$ cat src/ntm_pkg.sv
// ----------------------------------------------------------------------------
// ntm_pkg
// shared constants, thermistor table, controller states and command structs
// ----------------------------------------------------------------------------
`default_nettype none

package ntm_pkg;

    // channel store
    localparam int CHANNELS = 4;

    // field widths
    localparam int CH_W     = 2;
    localparam int MV_W     = 12;
    localparam int PU_W     = 16;
    localparam int MG_W     = 8;
    localparam int RES_W    = 24;
    localparam int TEMP_W   = 11;
    localparam int CNT_W    = 3;
    localparam int CFG_IDX_W  = 1;
    localparam int CFG_DATA_W = 16;

    // configuration register indexes
    localparam logic [CFG_IDX_W-1:0] CFG_PULLUP = 1'b0;
    localparam logic [CFG_IDX_W-1:0] CFG_MARGIN = 1'b1;

    // configuration reset values
    localparam logic [PU_W-1:0] PULLUP_RST = 16'd10000;
    localparam logic [MG_W-1:0] MARGIN_RST = 8'd20;

    // resistance table
    localparam int LUT_N     = 19;
    localparam int LUT_START = -100;
    localparam int LUT_STEP  = 50;
    localparam int K_W       = 5;
    localparam int OHM_W     = 16;

    // serial divider
    localparam int NUM_W     = MV_W + PU_W + 1;
    localparam int DIVR_W    = 14;
    localparam int STEP_W    = 5;
    localparam int INT_NUM_W = 20;
    localparam int INT_Q_W   = 6;
    localparam logic [STEP_W-1:0] RES_STEPS = STEP_W'(NUM_W);
    localparam logic [STEP_W-1:0] INT_STEPS = STEP_W'(INT_Q_W);

    localparam logic [RES_W-1:0]  RES_MAX = '1;
    localparam logic [TEMP_W-1:0] TEMP_LO = TEMP_W'(LUT_START);
    localparam logic [TEMP_W-1:0] TEMP_HI = TEMP_W'(LUT_START + (LUT_N - 1) * LUT_STEP);

    // thermistor resistance at each 5 C point, descending
    function automatic logic [OHM_W-1:0] ntm_ohm(input logic [K_W-1:0] idx);
        logic [OHM_W-1:0] r;
        case (idx)
            5'd0:    r = 16'd58280;
            5'd1:    r = 16'd44034;
            5'd2:    r = 16'd33626;
            5'd3:    r = 16'd25928;
            5'd4:    r = 16'd20177;
            5'd5:    r = 16'd15840;
            5'd6:    r = 16'd12537;
            5'd7:    r = 16'd10000;
            5'd8:    r = 16'd8037;
            5'd9:    r = 16'd6507;
            5'd10:   r = 16'd5302;
            5'd11:   r = 16'd4349;
            5'd12:   r = 16'd3588;
            5'd13:   r = 16'd2979;
            5'd14:   r = 16'd2486;
            5'd15:   r = 16'd2086;
            5'd16:   r = 16'd1760;
            5'd17:   r = 16'd1492;
            5'd18:   r = 16'd1270;
            default: r = '0;
        endcase
        return r;
    endfunction

    // temperature at the upper-resistance end of segment k
    function automatic logic [TEMP_W-1:0] ntm_base(input logic [K_W-1:0] k);
        return TEMP_W'(LUT_START + (int'(k) - 1) * LUT_STEP);
    endfunction

    typedef enum logic [3:0] {
        S_IDLE,
        S_MUL,
        S_RDIV,
        S_RWAIT,
        S_SEARCH,
        S_ISET,
        S_IDIV,
        S_IWAIT,
        S_STORE,
        S_OUT
    } t_ntm_state;

    typedef struct packed {
        logic capture;
        logic mul;
        logic div_res;
        logic res_take;
        logic search;
        logic int_set;
        logic div_int;
        logic int_take;
        logic store;
        logic out_load;
    } t_ntm_cmd;

    typedef struct packed {
        logic fault;
        logic clamp;
        logic div_idle;
        logic out_block;
    } t_ntm_sts;

endpackage

`default_nettype wire

$ cat src/ntm_in_if.sv
// ----------------------------------------------------------------------------
// ntm_in_if
// sample request channel: channel number, divider voltage, supply voltage
// ----------------------------------------------------------------------------
`default_nettype none

interface ntm_in_if;
    import ntm_pkg::*;

    logic              valid;
    logic              ready;
    logic [CH_W-1:0]   channel;
    logic [MV_W-1:0]   sample_mv;
    logic [MV_W-1:0]   supply_mv;

    modport source (output valid, output channel, output sample_mv, output supply_mv,
                    input ready);
    modport sink   (input valid, input channel, input sample_mv, input supply_mv,
                    output ready);
endinterface

`default_nettype wire

$ cat src/ntm_out_if.sv
// ----------------------------------------------------------------------------
// ntm_out_if
// result request channel: resistance, temperature and channel summary
// ----------------------------------------------------------------------------
`default_nettype none

interface ntm_out_if;
    import ntm_pkg::*;

    logic              valid;
    logic              ready;
    logic [CH_W-1:0]   out_channel;
    logic [RES_W-1:0]  resistance_ohm;
    logic [TEMP_W-1:0] temp_tenths_c;
    logic              temp_valid;
    logic [TEMP_W-1:0] max_temp_tenths_c;
    logic              max_valid;
    logic [CNT_W-1:0]  valid_count;

    modport source (output valid, output out_channel, output resistance_ohm,
                    output temp_tenths_c, output temp_valid, output max_temp_tenths_c,
                    output max_valid, output valid_count, input ready);
    modport sink   (input valid, input out_channel, input resistance_ohm,
                    input temp_tenths_c, input temp_valid, input max_temp_tenths_c,
                    input max_valid, input valid_count, output ready);
endinterface

`default_nettype wire

$ cat src/ntc_thermistor_temperature_monitor.sv
// ----------------------------------------------------------------------------
// ntc_thermistor_temperature_monitor
// ntc divider voltage to resistance and 0.1 C temperature, four channel monitor
// ----------------------------------------------------------------------------
// Each request carries a channel number, the divider midpoint voltage and the
// supply voltage in mV. A sample within fault_margin_mv of ground or of the
// supply marks the channel shorted or open (resistance 0, temperature invalid).
// Otherwise the resistance round(pullup_ohm * v / (supply - v)), saturated at
// 24 bits, is located in a 19-point table (-10 C to +80 C in 5 C steps,
// clamped at both ends) and linearly interpolated to 0.1 C. The channel's
// temperature and valid flag are stored (cleared by reset); every result also
// reports the hottest valid temperature and the number of valid channels. One
// request is processed at a time: a valid sample's processing time is set
// mostly by the shared one-bit-per-cycle divider (29 steps for the
// resistance, 6 for the interpolation); a sample clamped at a table end still
// needs the resistance division but skips the interpolation, and a faulted
// one skips both divisions. The next request is accepted the cycle after the
// result is loaded. The result sits in an output register, so a new request
// is accepted while the previous result waits. Configuration writes take
// effect at once and are meant for idle time.
// ----------------------------------------------------------------------------
`default_nettype none

module ntc_thermistor_temperature_monitor (
    input  wire logic                           i_clk,
    input  wire logic                           i_rst_n,
    input  wire logic                           i_cfg_we,
    input  wire logic [ntm_pkg::CFG_IDX_W-1:0]  i_cfg_idx,
    input  wire logic [ntm_pkg::CFG_DATA_W-1:0] i_cfg_data,
    ntm_in_if.sink                              i_in,
    ntm_out_if.source                           o_out
);
    import ntm_pkg::*;

    t_ntm_cmd w_cmd;
    t_ntm_sts w_sts;
    logic     w_in_ready;

    // sequencer: one state per step of the sample pipeline
    ntm_ctrl u_ctrl (
        .i_clk      (i_clk),
        .i_rst_n    (i_rst_n),
        .i_in_valid (i_in.valid),
        .o_in_ready (w_in_ready),
        .i_sts      (w_sts),
        .o_cmd      (w_cmd)
    );

    assign i_in.ready = w_in_ready;

    // math, channel store and result register
    ntm_dpath u_dpath (
        .i_clk               (i_clk),
        .i_rst_n             (i_rst_n),
        .i_cfg_we            (i_cfg_we),
        .i_cfg_idx           (i_cfg_idx),
        .i_cfg_data          (i_cfg_data),
        .i_channel           (i_in.channel),
        .i_sample_mv         (i_in.sample_mv),
        .i_supply_mv         (i_in.supply_mv),
        .i_cmd               (w_cmd),
        .o_sts               (w_sts),
        .i_out_ready         (o_out.ready),
        .o_out_valid         (o_out.valid),
        .o_out_channel       (o_out.out_channel),
        .o_resistance_ohm    (o_out.resistance_ohm),
        .o_temp_tenths_c     (o_out.temp_tenths_c),
        .o_temp_valid        (o_out.temp_valid),
        .o_max_temp_tenths_c (o_out.max_temp_tenths_c),
        .o_max_valid         (o_out.max_valid),
        .o_valid_count       (o_out.valid_count)
    );

endmodule

`default_nettype wire

$ cat src/ntm_div.sv
// ----------------------------------------------------------------------------
// ntm_div
// restoring divider, one quotient bit per cycle, preloadable partial remainder
// ----------------------------------------------------------------------------
`default_nettype none

module ntm_div (
    input  wire logic                        i_clk,
    input  wire logic                        i_rst_n,
    input  wire logic                        i_start,
    input  wire logic [ntm_pkg::DIVR_W-1:0]  i_rem0,
    input  wire logic [ntm_pkg::NUM_W-1:0]   i_dividend,
    input  wire logic [ntm_pkg::DIVR_W-1:0]  i_divisor,
    input  wire logic [ntm_pkg::STEP_W-1:0]  i_steps,
    output logic                             o_idle,
    output logic [ntm_pkg::NUM_W-1:0]        o_quot
);
    import ntm_pkg::*;

    logic [STEP_W-1:0] r_cnt,  n_cnt;
    logic [DIVR_W-1:0] r_rem,  n_rem;
    logic [DIVR_W-1:0] r_dvs;
    logic [NUM_W-1:0]  r_quo,  n_quo;
    logic [DIVR_W:0]   w_shift;
    logic [DIVR_W:0]   w_diff;
    logic              w_ge;

    // dividend bits shift out the top, quotient bits shift in at the bottom
    always_comb begin
        w_shift = {r_rem, r_quo[NUM_W-1]};
        w_diff  = w_shift - {1'b0, r_dvs};
        w_ge    = w_shift >= {1'b0, r_dvs};
        n_rem   = w_ge ? w_diff[DIVR_W-1:0] : w_shift[DIVR_W-1:0];
        n_quo   = {r_quo[NUM_W-2:0], w_ge};
        n_cnt   = r_cnt - STEP_W'(1);
    end

    always_ff @(posedge i_clk) begin
        if (!i_rst_n) begin
            r_cnt <= '0;
        end else if (i_start) begin
            r_cnt <= i_steps;
        end else if (r_cnt != '0) begin
            r_cnt <= n_cnt;
        end
    end

    always_ff @(posedge i_clk) begin
        if (i_start) begin
            r_rem <= i_rem0;
            r_quo <= i_dividend;
            r_dvs <= i_divisor;
        end else if (r_cnt != '0) begin
            r_rem <= n_rem;
            r_quo <= n_quo;
        end
    end

    assign o_idle = (r_cnt == '0);
    assign o_quot = r_quo;

endmodule

`default_nettype wire

$ cat src/ntm_ctrl.sv
// ----------------------------------------------------------------------------
// ntm_ctrl
// sequencer for one sample: resistance, table search, interpolation, store
// ----------------------------------------------------------------------------
`default_nettype none

module ntm_ctrl (
    input  wire logic              i_clk,
    input  wire logic              i_rst_n,
    input  wire logic              i_in_valid,
    output logic                   o_in_ready,
    input  wire ntm_pkg::t_ntm_sts i_sts,
    output ntm_pkg::t_ntm_cmd      o_cmd
);
    import ntm_pkg::*;

    t_ntm_state r_state, n_state;

    always_ff @(posedge i_clk) begin
        if (!i_rst_n) begin
            r_state <= S_IDLE;
        end else begin
            r_state <= n_state;
        end
    end

    // next state
    always_comb begin
        n_state = r_state;
        case (r_state)
            S_IDLE:   if (i_in_valid) n_state = S_MUL;
            S_MUL:    n_state = i_sts.fault ? S_STORE : S_RDIV;
            S_RDIV:   n_state = S_RWAIT;
            S_RWAIT:  if (i_sts.div_idle) n_state = S_SEARCH;
            S_SEARCH: n_state = i_sts.clamp ? S_STORE : S_ISET;
            S_ISET:   n_state = S_IDIV;
            S_IDIV:   n_state = S_IWAIT;
            S_IWAIT:  if (i_sts.div_idle) n_state = S_STORE;
            S_STORE:  n_state = S_OUT;
            S_OUT:    if (!i_sts.out_block) n_state = S_IDLE;
            default:  n_state = S_IDLE;
        endcase
    end

    // commands
    always_comb begin
        o_cmd      = '0;
        o_in_ready = 1'b0;
        case (r_state)
            S_IDLE: begin
                o_in_ready  = 1'b1;
                o_cmd.capture = i_in_valid;
            end
            S_MUL:    o_cmd.mul      = 1'b1;
            S_RDIV:   o_cmd.div_res  = 1'b1;
            S_RWAIT:  o_cmd.res_take = i_sts.div_idle;
            S_SEARCH: o_cmd.search   = 1'b1;
            S_ISET:   o_cmd.int_set  = 1'b1;
            S_IDIV:   o_cmd.div_int  = 1'b1;
            S_IWAIT:  o_cmd.int_take = i_sts.div_idle;
            S_STORE:  o_cmd.store    = 1'b1;
            S_OUT:    o_cmd.out_load = !i_sts.out_block;
            default:  o_cmd = '0;
        endcase
    end

endmodule

`default_nettype wire

$ cat src/ntm_dpath.sv
// ----------------------------------------------------------------------------
// ntm_dpath
// datapath: config registers, resistance and interpolation math, channel store
// ----------------------------------------------------------------------------
`default_nettype none

module ntm_dpath (
    input  wire logic                           i_clk,
    input  wire logic                           i_rst_n,
    input  wire logic                           i_cfg_we,
    input  wire logic [ntm_pkg::CFG_IDX_W-1:0]  i_cfg_idx,
    input  wire logic [ntm_pkg::CFG_DATA_W-1:0] i_cfg_data,
    input  wire logic [ntm_pkg::CH_W-1:0]       i_channel,
    input  wire logic [ntm_pkg::MV_W-1:0]       i_sample_mv,
    input  wire logic [ntm_pkg::MV_W-1:0]       i_supply_mv,
    input  wire ntm_pkg::t_ntm_cmd              i_cmd,
    output ntm_pkg::t_ntm_sts                   o_sts,
    input  wire logic                           i_out_ready,
    output logic                                o_out_valid,
    output logic [ntm_pkg::CH_W-1:0]            o_out_channel,
    output logic [ntm_pkg::RES_W-1:0]           o_resistance_ohm,
    output logic [ntm_pkg::TEMP_W-1:0]          o_temp_tenths_c,
    output logic                                o_temp_valid,
    output logic [ntm_pkg::TEMP_W-1:0]          o_max_temp_tenths_c,
    output logic                                o_max_valid,
    output logic [ntm_pkg::CNT_W-1:0]           o_valid_count
);
    import ntm_pkg::*;

    // configuration
    logic [PU_W-1:0]   r_pullup;
    logic [MG_W-1:0]   r_margin;

    // working registers
    logic [CH_W-1:0]   r_ch;
    logic [MV_W-1:0]   r_v;
    logic [MV_W-1:0]   r_sup;
    logic [NUM_W-1:0]  r_num;
    logic [RES_W-1:0]  r_res;
    logic [TEMP_W-1:0] r_temp;
    logic              r_valid;
    logic [K_W-1:0]    r_k;
    logic [DIVR_W-1:0] r_span;

    // channel store
    logic [TEMP_W-1:0] r_ch_temp  [CHANNELS];
    logic              r_ch_valid [CHANNELS];

    // result register
    logic              r_out_valid;
    logic [CH_W-1:0]   r_o_ch;
    logic [RES_W-1:0]  r_o_res;
    logic [TEMP_W-1:0] r_o_temp;
    logic              r_o_tvalid;
    logic [TEMP_W-1:0] r_o_max;
    logic              r_o_any;
    logic [CNT_W-1:0]  r_o_cnt;

    logic              w_fault;
    logic [MV_W-1:0]   w_d;
    logic [PU_W+MV_W-1:0] w_prod;
    logic              w_lo_clamp;
    logic              w_hi_clamp;
    logic [K_W-1:0]    w_k;
    logic [OHM_W-1:0]  w_hi;
    logic [OHM_W-1:0]  w_lo;
    logic [DIVR_W-1:0] w_span;
    logic [DIVR_W-1:0] w_diff;
    logic [INT_NUM_W-1:0] w_int_num;
    logic              w_div_start;
    logic [DIVR_W-1:0] w_div_rem0;
    logic [NUM_W-1:0]  w_div_dvd;
    logic [DIVR_W-1:0] w_div_dvs;
    logic [STEP_W-1:0] w_div_steps;
    logic              w_div_idle;
    logic [NUM_W-1:0]  w_quot;
    logic [TEMP_W-1:0] w_max;
    logic              w_any;
    logic [CNT_W-1:0]  w_cnt;

    // open / short test; v >= sup - margin written as v + margin >= sup
    always_comb begin
        w_fault = (r_v <= MV_W'(r_margin))
               || (({1'b0, r_v} + (MV_W+1)'(r_margin)) >= {1'b0, r_sup});
        w_d     = r_sup - r_v;
        w_prod  = r_pullup * r_v;
    end

    // table search over the constant breakpoints
    always_comb begin
        w_lo_clamp = r_res >= RES_W'(ntm_ohm(K_W'(0)));
        w_hi_clamp = r_res <= RES_W'(ntm_ohm(K_W'(LUT_N - 1)));
        w_k = K_W'(LUT_N - 1);
        for (int j = LUT_N - 1; j >= 1; j--) begin
            if (r_res > RES_W'(ntm_ohm(K_W'(j)))) w_k = K_W'(j);
        end
    end

    // segment span and rounded interpolation numerator
    always_comb begin
        w_hi      = ntm_ohm(r_k - K_W'(1));
        w_lo      = ntm_ohm(r_k);
        w_span    = DIVR_W'(w_hi - w_lo);
        w_diff    = DIVR_W'(w_hi - r_res[OHM_W-1:0]);
        w_int_num = INT_NUM_W'(w_diff * INT_NUM_W'(LUT_STEP)) + INT_NUM_W'(w_span >> 1);
    end

    // divider operand select
    always_comb begin
        w_div_start = i_cmd.div_res || i_cmd.div_int;
        if (i_cmd.div_int) begin
            w_div_rem0  = r_num[INT_NUM_W-1:INT_Q_W];
            w_div_dvd   = {r_num[INT_Q_W-1:0], (NUM_W-INT_Q_W)'(0)};
            w_div_dvs   = r_span;
            w_div_steps = INT_STEPS;
        end else begin
            w_div_rem0  = '0;
            w_div_dvd   = r_num;
            w_div_dvs   = DIVR_W'(w_d);
            w_div_steps = RES_STEPS;
        end
    end

    ntm_div u_div (
        .i_clk      (i_clk),
        .i_rst_n    (i_rst_n),
        .i_start    (w_div_start),
        .i_rem0     (w_div_rem0),
        .i_dividend (w_div_dvd),
        .i_divisor  (w_div_dvs),
        .i_steps    (w_div_steps),
        .o_idle     (w_div_idle),
        .o_quot     (w_quot)
    );

    // hottest valid channel and valid count
    always_comb begin
        w_max = '0;
        w_any = 1'b0;
        w_cnt = '0;
        for (int i = 0; i < CHANNELS; i++) begin
            if (r_ch_valid[i]) begin
                w_cnt = w_cnt + CNT_W'(1);
                if (!w_any || ($signed(r_ch_temp[i]) > $signed(w_max))) begin
                    w_max = r_ch_temp[i];
                end
                w_any = 1'b1;
            end
        end
    end

    // configuration writes
    always_ff @(posedge i_clk) begin
        if (!i_rst_n) begin
            r_pullup <= PULLUP_RST;
            r_margin <= MARGIN_RST;
        end else if (i_cfg_we) begin
            case (i_cfg_idx)
                CFG_PULLUP: r_pullup <= i_cfg_data[PU_W-1:0];
                CFG_MARGIN: r_margin <= i_cfg_data[MG_W-1:0];
                default:    r_pullup <= r_pullup;
            endcase
        end
    end

    // sample math
    always_ff @(posedge i_clk) begin
        if (i_cmd.capture) begin
            r_ch  <= i_channel;
            r_v   <= i_sample_mv;
            r_sup <= i_supply_mv;
        end
        if (i_cmd.mul) begin
            r_num   <= NUM_W'(w_prod) + NUM_W'(w_d >> 1);
            r_res   <= '0;
            r_temp  <= '0;
            r_valid <= !w_fault;
        end
        if (i_cmd.res_take) begin
            r_res <= (|w_quot[NUM_W-1:RES_W]) ? RES_MAX : w_quot[RES_W-1:0];
        end
        if (i_cmd.search) begin
            r_k <= w_k;
            if (w_lo_clamp) begin
                r_temp <= TEMP_LO;
            end else if (w_hi_clamp) begin
                r_temp <= TEMP_HI;
            end
        end
        if (i_cmd.int_set) begin
            r_num  <= NUM_W'(w_int_num);
            r_span <= w_span;
        end
        if (i_cmd.int_take) begin
            r_temp <= ntm_base(r_k) + TEMP_W'(w_quot[INT_Q_W-1:0]);
        end
    end

    // channel store, out-of-range channels leave it untouched
    always_ff @(posedge i_clk) begin
        if (!i_rst_n) begin
            for (int i = 0; i < CHANNELS; i++) begin
                r_ch_temp[i]  <= '0;
                r_ch_valid[i] <= 1'b0;
            end
        end else if (i_cmd.store) begin
            for (int i = 0; i < CHANNELS; i++) begin
                if (int'(r_ch) == i) begin
                    r_ch_temp[i]  <= r_temp;
                    r_ch_valid[i] <= r_valid;
                end
            end
        end
    end

    // result register
    always_ff @(posedge i_clk) begin
        if (!i_rst_n) begin
            r_out_valid <= 1'b0;
        end else if (i_cmd.out_load) begin
            r_out_valid <= 1'b1;
        end else if (i_out_ready) begin
            r_out_valid <= 1'b0;
        end
    end

    always_ff @(posedge i_clk) begin
        if (i_cmd.out_load) begin
            r_o_ch     <= r_ch;
            r_o_res    <= r_res;
            r_o_temp   <= r_temp;
            r_o_tvalid <= r_valid;
            r_o_max    <= w_max;
            r_o_any    <= w_any;
            r_o_cnt    <= w_cnt;
        end
    end

    always_comb begin
        o_sts.fault     = w_fault;
        o_sts.clamp     = w_lo_clamp || w_hi_clamp;
        o_sts.div_idle  = w_div_idle;
        o_sts.out_block = r_out_valid && !i_out_ready;
    end

    assign o_out_valid         = r_out_valid;
    assign o_out_channel       = r_o_ch;
    assign o_resistance_ohm    = r_o_res;
    assign o_temp_tenths_c     = r_o_temp;
    assign o_temp_valid        = r_o_tvalid;
    assign o_max_temp_tenths_c = r_o_max;
    assign o_max_valid         = r_o_any;
    assign o_valid_count       = r_o_cnt;

endmodule

`default_nettype wire
$ cat src/flat_wrapper.sv
// flat-port wrapper written by rule: the top's interface ports become plain ports
module ntc_thermistor_temperature_monitor_flat import ntm_pkg::*;
  (i_clk, i_rst_n, i_cfg_we, i_cfg_idx, i_cfg_data, i_in_valid, i_in_channel, i_in_sample_mv, i_in_supply_mv, i_in_ready, o_out_valid, o_out_out_channel, o_out_resistance_ohm, o_out_temp_tenths_c, o_out_temp_valid, o_out_max_temp_tenths_c, o_out_max_valid, o_out_valid_count, o_out_ready);
  ntm_in_if i_in_i ();
  ntm_out_if o_out_i ();
  input  wire logic i_clk;
  input  wire logic i_rst_n;
  input  wire logic i_cfg_we;
  input  wire logic [ntm_pkg::CFG_IDX_W-1:0] i_cfg_idx;
  input  wire logic [ntm_pkg::CFG_DATA_W-1:0] i_cfg_data;
  input wire logic [$bits(i_in_i.valid)-1:0] i_in_valid;
  input wire logic [$bits(i_in_i.channel)-1:0] i_in_channel;
  input wire logic [$bits(i_in_i.sample_mv)-1:0] i_in_sample_mv;
  input wire logic [$bits(i_in_i.supply_mv)-1:0] i_in_supply_mv;
  output wire logic [$bits(i_in_i.ready)-1:0] i_in_ready;
  output wire logic [$bits(o_out_i.valid)-1:0] o_out_valid;
  output wire logic [$bits(o_out_i.out_channel)-1:0] o_out_out_channel;
  output wire logic [$bits(o_out_i.resistance_ohm)-1:0] o_out_resistance_ohm;
  output wire logic [$bits(o_out_i.temp_tenths_c)-1:0] o_out_temp_tenths_c;
  output wire logic [$bits(o_out_i.temp_valid)-1:0] o_out_temp_valid;
  output wire logic [$bits(o_out_i.max_temp_tenths_c)-1:0] o_out_max_temp_tenths_c;
  output wire logic [$bits(o_out_i.max_valid)-1:0] o_out_max_valid;
  output wire logic [$bits(o_out_i.valid_count)-1:0] o_out_valid_count;
  input wire logic [$bits(o_out_i.ready)-1:0] o_out_ready;
  assign i_in_i.valid = i_in_valid;
  assign i_in_i.channel = i_in_channel;
  assign i_in_i.sample_mv = i_in_sample_mv;
  assign i_in_i.supply_mv = i_in_supply_mv;
  assign i_in_ready = i_in_i.ready;
  assign o_out_valid = o_out_i.valid;
  assign o_out_out_channel = o_out_i.out_channel;
  assign o_out_resistance_ohm = o_out_i.resistance_ohm;
  assign o_out_temp_tenths_c = o_out_i.temp_tenths_c;
  assign o_out_temp_valid = o_out_i.temp_valid;
  assign o_out_max_temp_tenths_c = o_out_i.max_temp_tenths_c;
  assign o_out_max_valid = o_out_i.max_valid;
  assign o_out_valid_count = o_out_i.valid_count;
  assign o_out_i.ready = o_out_ready;
  ntc_thermistor_temperature_monitor u_core (.i_clk(i_clk), .i_rst_n(i_rst_n), .i_cfg_we(i_cfg_we), .i_cfg_idx(i_cfg_idx), .i_cfg_data(i_cfg_data), .i_in(i_in_i), .o_out(o_out_i));
endmodule
$ cat config.mk
export PLATFORM = sky130hd
export DESIGN_NAME = ntc_thermistor_temperature_monitor_flat
export DESIGN_NICKNAME = d
export VERILOG_FILES = /design/src/ntm_pkg.sv /design/src/ntm_in_if.sv /design/src/ntm_out_if.sv /design/src/ntc_thermistor_temperature_monitor.sv /design/src/ntm_div.sv /design/src/ntm_ctrl.sv /design/src/ntm_dpath.sv /design/src/flat_wrapper.sv
export SDC_FILE = /design/constraint.sdc
export NUM_CORES = 1
export LEC_CHECK = 0
export BUFFER_PORTS_ARGS = -buffer_cell sky130_fd_sc_hd__clkbuf_2
export CAP_MARGIN = 5
export CORE_MARGIN = 3
export CORE_UTILIZATION = 58
export DETAILED_ROUTE_END_ITERATION = 6
export PLACE_DENSITY = 0.88
export SYNTH_ARGS = -nofsm -noshare
export SYNTH_HDL_FRONTEND = slang
export SYNTH_SLANG_ARGS = --single-unit
$ cat constraint.sdc
create_clock -name i_clk -period 7.7 [get_ports i_clk]
set_clock_uncertainty 0.2 [all_clocks]
set_input_delay 1.155 -clock i_clk [delete_from_list [all_inputs] [get_ports i_clk]]
set_output_delay 1.155 -clock i_clk [all_outputs]
set_load 0.01 [all_outputs]
==> results by group <==
Synthesis
  • Avg Inst Size Synth: roughly 9.3 µm²
  • Mapped Cells: roughly 2800
  • Register area share after synthesis: 31.9%
  • YS warnings: 0
  • #FFs+latches synth: just over 300
  • Syn_nets: 3359
  • Primary FF master, synth: edfxtp_1
  • Asr flop ratio synth: 0%
  • Yosys cell types: 78
  • Synthesized area: 0.0266 mm²
  • Post-synth EDFFs: about 250

STA
  • RSZ-0062 raised after global routing: yes
  • Max-Slew Margin vs Limit: a little under a fifth
  • Final setup viols: 0
  • Max Freq: around 0.14 GHz
  • Final Hold Vio Count: 0
  • Worst slew pin tran: roughly 1.2 ns
  • Period Utilization, post-route: 95.3%
  • Post-route minimum period: roughly 7.3 ns
  • Final Max Tran Viols: 0
  • Setup tns final: 0 ns

Place
  • Post-DP HPWL: 53100 µm
  • IO Port Bufs: just over 100
  • Gpl congestion: just under 1

Global route
  • Vias in the first global route: 21700
  • Overall Global Routing Usage: a little under 30%
  • Largest net degree at the start of global routing: 56
  • Initial antenna violation count: 1
  • Total gr overflow: 0
  • First-pass GRT wire length: around 110000 µm

Setup path
  • Crit Path Category: flop to flop
  • Worst path bufs/invs: 5
  • Crit end category: flop
  • Critical path arrival: between 7 and 8 ns
  • Data required time of the critical path: 7.79 ns
  • Worst Path Max Fanout: 13
  • CP peak stage delay: approximately 0.53 ns
  • Cell family with most CP delay: adder cells
  • Startpoint types: flop
  • Most used cell, CP: ha_1
  • Crit-path slowest cell: fa_1

Routing
  • Vias per cell: around 6
  • Drt drc: 0
  • WL per Instance: approximately 20 µm
  • Iter 0 DRT Violations: 1858
  • Initial DRT Pass Iterations: 7
  • Via count: approximately 22000
  • DRT Wirelength: between 60000 and 70000 µm
  • Final ANT Viol Nets: 0

Layout
  • Nets: roughly 3400
  • # fillers: 3349
  • Share of cells above drive strength 1: around 8.9%
  • Layout area overhead: 9.25%

Worst hold path
  • Min-Delay Path Class: flop to flop

Floorplanning
  • Row cnt: between 70 and 80
  • Die Footprint: ~0.048 mm²
  • Starting Density: between 50% and 60%
  • IO Count: slightly above 100
  • Die width: 220 µm
  • Die Ht: about 220 µm
  • Core region area: around 0.045 mm²

Outcome
  • Status: finished, final reports clean

Clock network
  • Clock transition at the registers of the reported paths: 0.06 ns
  • Num CTS Buffers: 35
  • Longest Clk Path Bufs: 3
  • Clock Latency Late Sink: 0.56 ns
  • Post-CTS Hold Buffers: 0
  • CTS H-tree lvls: 2
  • CTS Root Cell: clkbuf_16
  • CTS sink cnt: a little over 300
  • CTS tree: yes

Run
  • Number of max-cap violations: 0
## Yosys cell counts (46+ instances only)
cell type,n,area (µm²)
nor2_1,137,514
xnor2_1,73,639
fa_1,172,3440
xor2_1,46,403
ha_1,292,3650
a21oi_1,133,666
inv_1,375,1410
o21ai_0,150,751
clkbuf_1,111,417
and2_1,116,726
nand3_1,57,285
dfxtp_1,57,1140
edfxtp_1,245,7360
nand2_1,374,1400
## worst reg2reg max path, delay by kind of cell (launching register included)
family	cells	cell delay [ns]
xor gates and xnor gates	3	0.38
adders and majority gates	7	2.27
buffers and inverters	5	0.55
AOI/OAI and AO/OA	10	1.97
and+or+nand+nor	7	1.05
DFF	1	0.39
muxes	1	0.27
## sequential cells by signal (all words and copies together), names as in the netlist, 3 cells and up
name,flops
u_core.u_dpath.r_ch_valid,4
u_core.u_dpath.r_ch_temp,44
u_core.u_dpath.r_margin,8
u_core.u_dpath.r_k,5
u_core.u_dpath.r_num,29
u_core.u_dpath.o_max_temp_tenths_c,11
u_core.u_dpath.u_div.r_rem,14
u_core.u_dpath.r_temp,11
u_core.u_dpath.u_div.o_quot,29
u_core.u_dpath.r_pullup,16
u_core.u_dpath.r_span,14
u_core.u_ctrl.r_state,4
u_core.u_dpath.u_div.r_cnt,5
u_core.u_dpath.r_v,12
u_core.u_dpath.r_res,24
u_core.u_dpath.o_valid_count,3
u_core.u_dpath.o_resistance_ohm,24
u_core.u_dpath.r_sup,12
u_core.u_dpath.o_temp_tenths_c,11
u_core.u_dpath.u_div.r_dvs,14
## cell families (layout without fill, tap and decap cells)
group	count (synthesis)	in the layout	synth area share, %
adder cells (fa/ha/maj)	464	464	26.7
flip-flops	302	302	31.9
AND/OR/NAND/NOR	846	846	14.8
other	0	1	0
buffers and inverters	503	594	7.15
AO/OA/AOI/OAI	571	571	13.8
multiplexers	42	42	1.69
XOR/XNOR	119	119	3.92
## metal layers
metal	vias up	GRT usage (%)	wire length [µm]
met5	-	0	0
met3	288	5.14	6070
li1	9841	-	-
met4	0	13.5	3770
met1	10300	36.3	26500
met2	1083	48.9	33500
## cell type report
type	count	area [µm²]	share of cell area, %
multi-input cells	2042	16400	56.3
flip-flops and latches	302	8500	29.2
inverters	378	1420	4.88
clock buffers	46	917	3.16
repair buffers	153	897	3.09
well taps	592	741	2.55
clock inverters	17	213	0.732
diodes	1	2.50	0.00861
## cell usage in the layout, fill, tap and decap left out, types with 32 or more instances in the layout
master	count
inv_1	375
nand2_1	374
ha_1	289
edfxtp_1	245
fa_1	172
o21ai_0	143
nor2_1	134
a21oi_1	132
and2_1	116
clkbuf_2	102
xnor2_1	72
nand3_1	57
dfxtp_1	56
buf_4	49
xor2_1	41
o21a_1	38
clkbuf_16	35
a21o_1	32
## what timing repair did
item / 4_1_cts / 5_1_grt
gates resized for setup: 0 / 40
buffers inserted: 0 / 1
setup endpoints to repair: 0 / 23
## through the flow
stage               cell area, µm²  std cells  util, %  hold WS (ns)  worst slack, ns
global placement             27700       3465     61.9         0.235            0.418
floorplan                    26600       2847        -         0.224            0.126
global route                 29100       3530     64.9         0.258          -0.0517
detailed placement           27700       3465     61.9         0.236           0.0713
finish                       29100       3531     64.9         0.253            0.361
CTS                          28900       3528     64.5         0.252          0.00368
## path summary, 6_finish.rpt
check,depth (start not counted),end,slack (ns),startpoint
setup / recovery,33,u_core.u_dpath.r_num[19],0.36,u_core.u_dpath.r_k[1]
hold / removal,0,u_core.u_dpath.o_resistance_ohm[17],0.25,u_core.u_dpath.r_res[17]
setup reg to reg,33,u_core.u_dpath.r_num[19],0.36,u_core.u_dpath.r_k[1]
hold reg to reg,0,u_core.u_dpath.o_resistance_ohm[17],0.25,u_core.u_dpath.r_res[17]
Power is left out: the tool's default activity adds up to more than one toggle a clock period on the data nets, which glitch-free logic cannot reach.
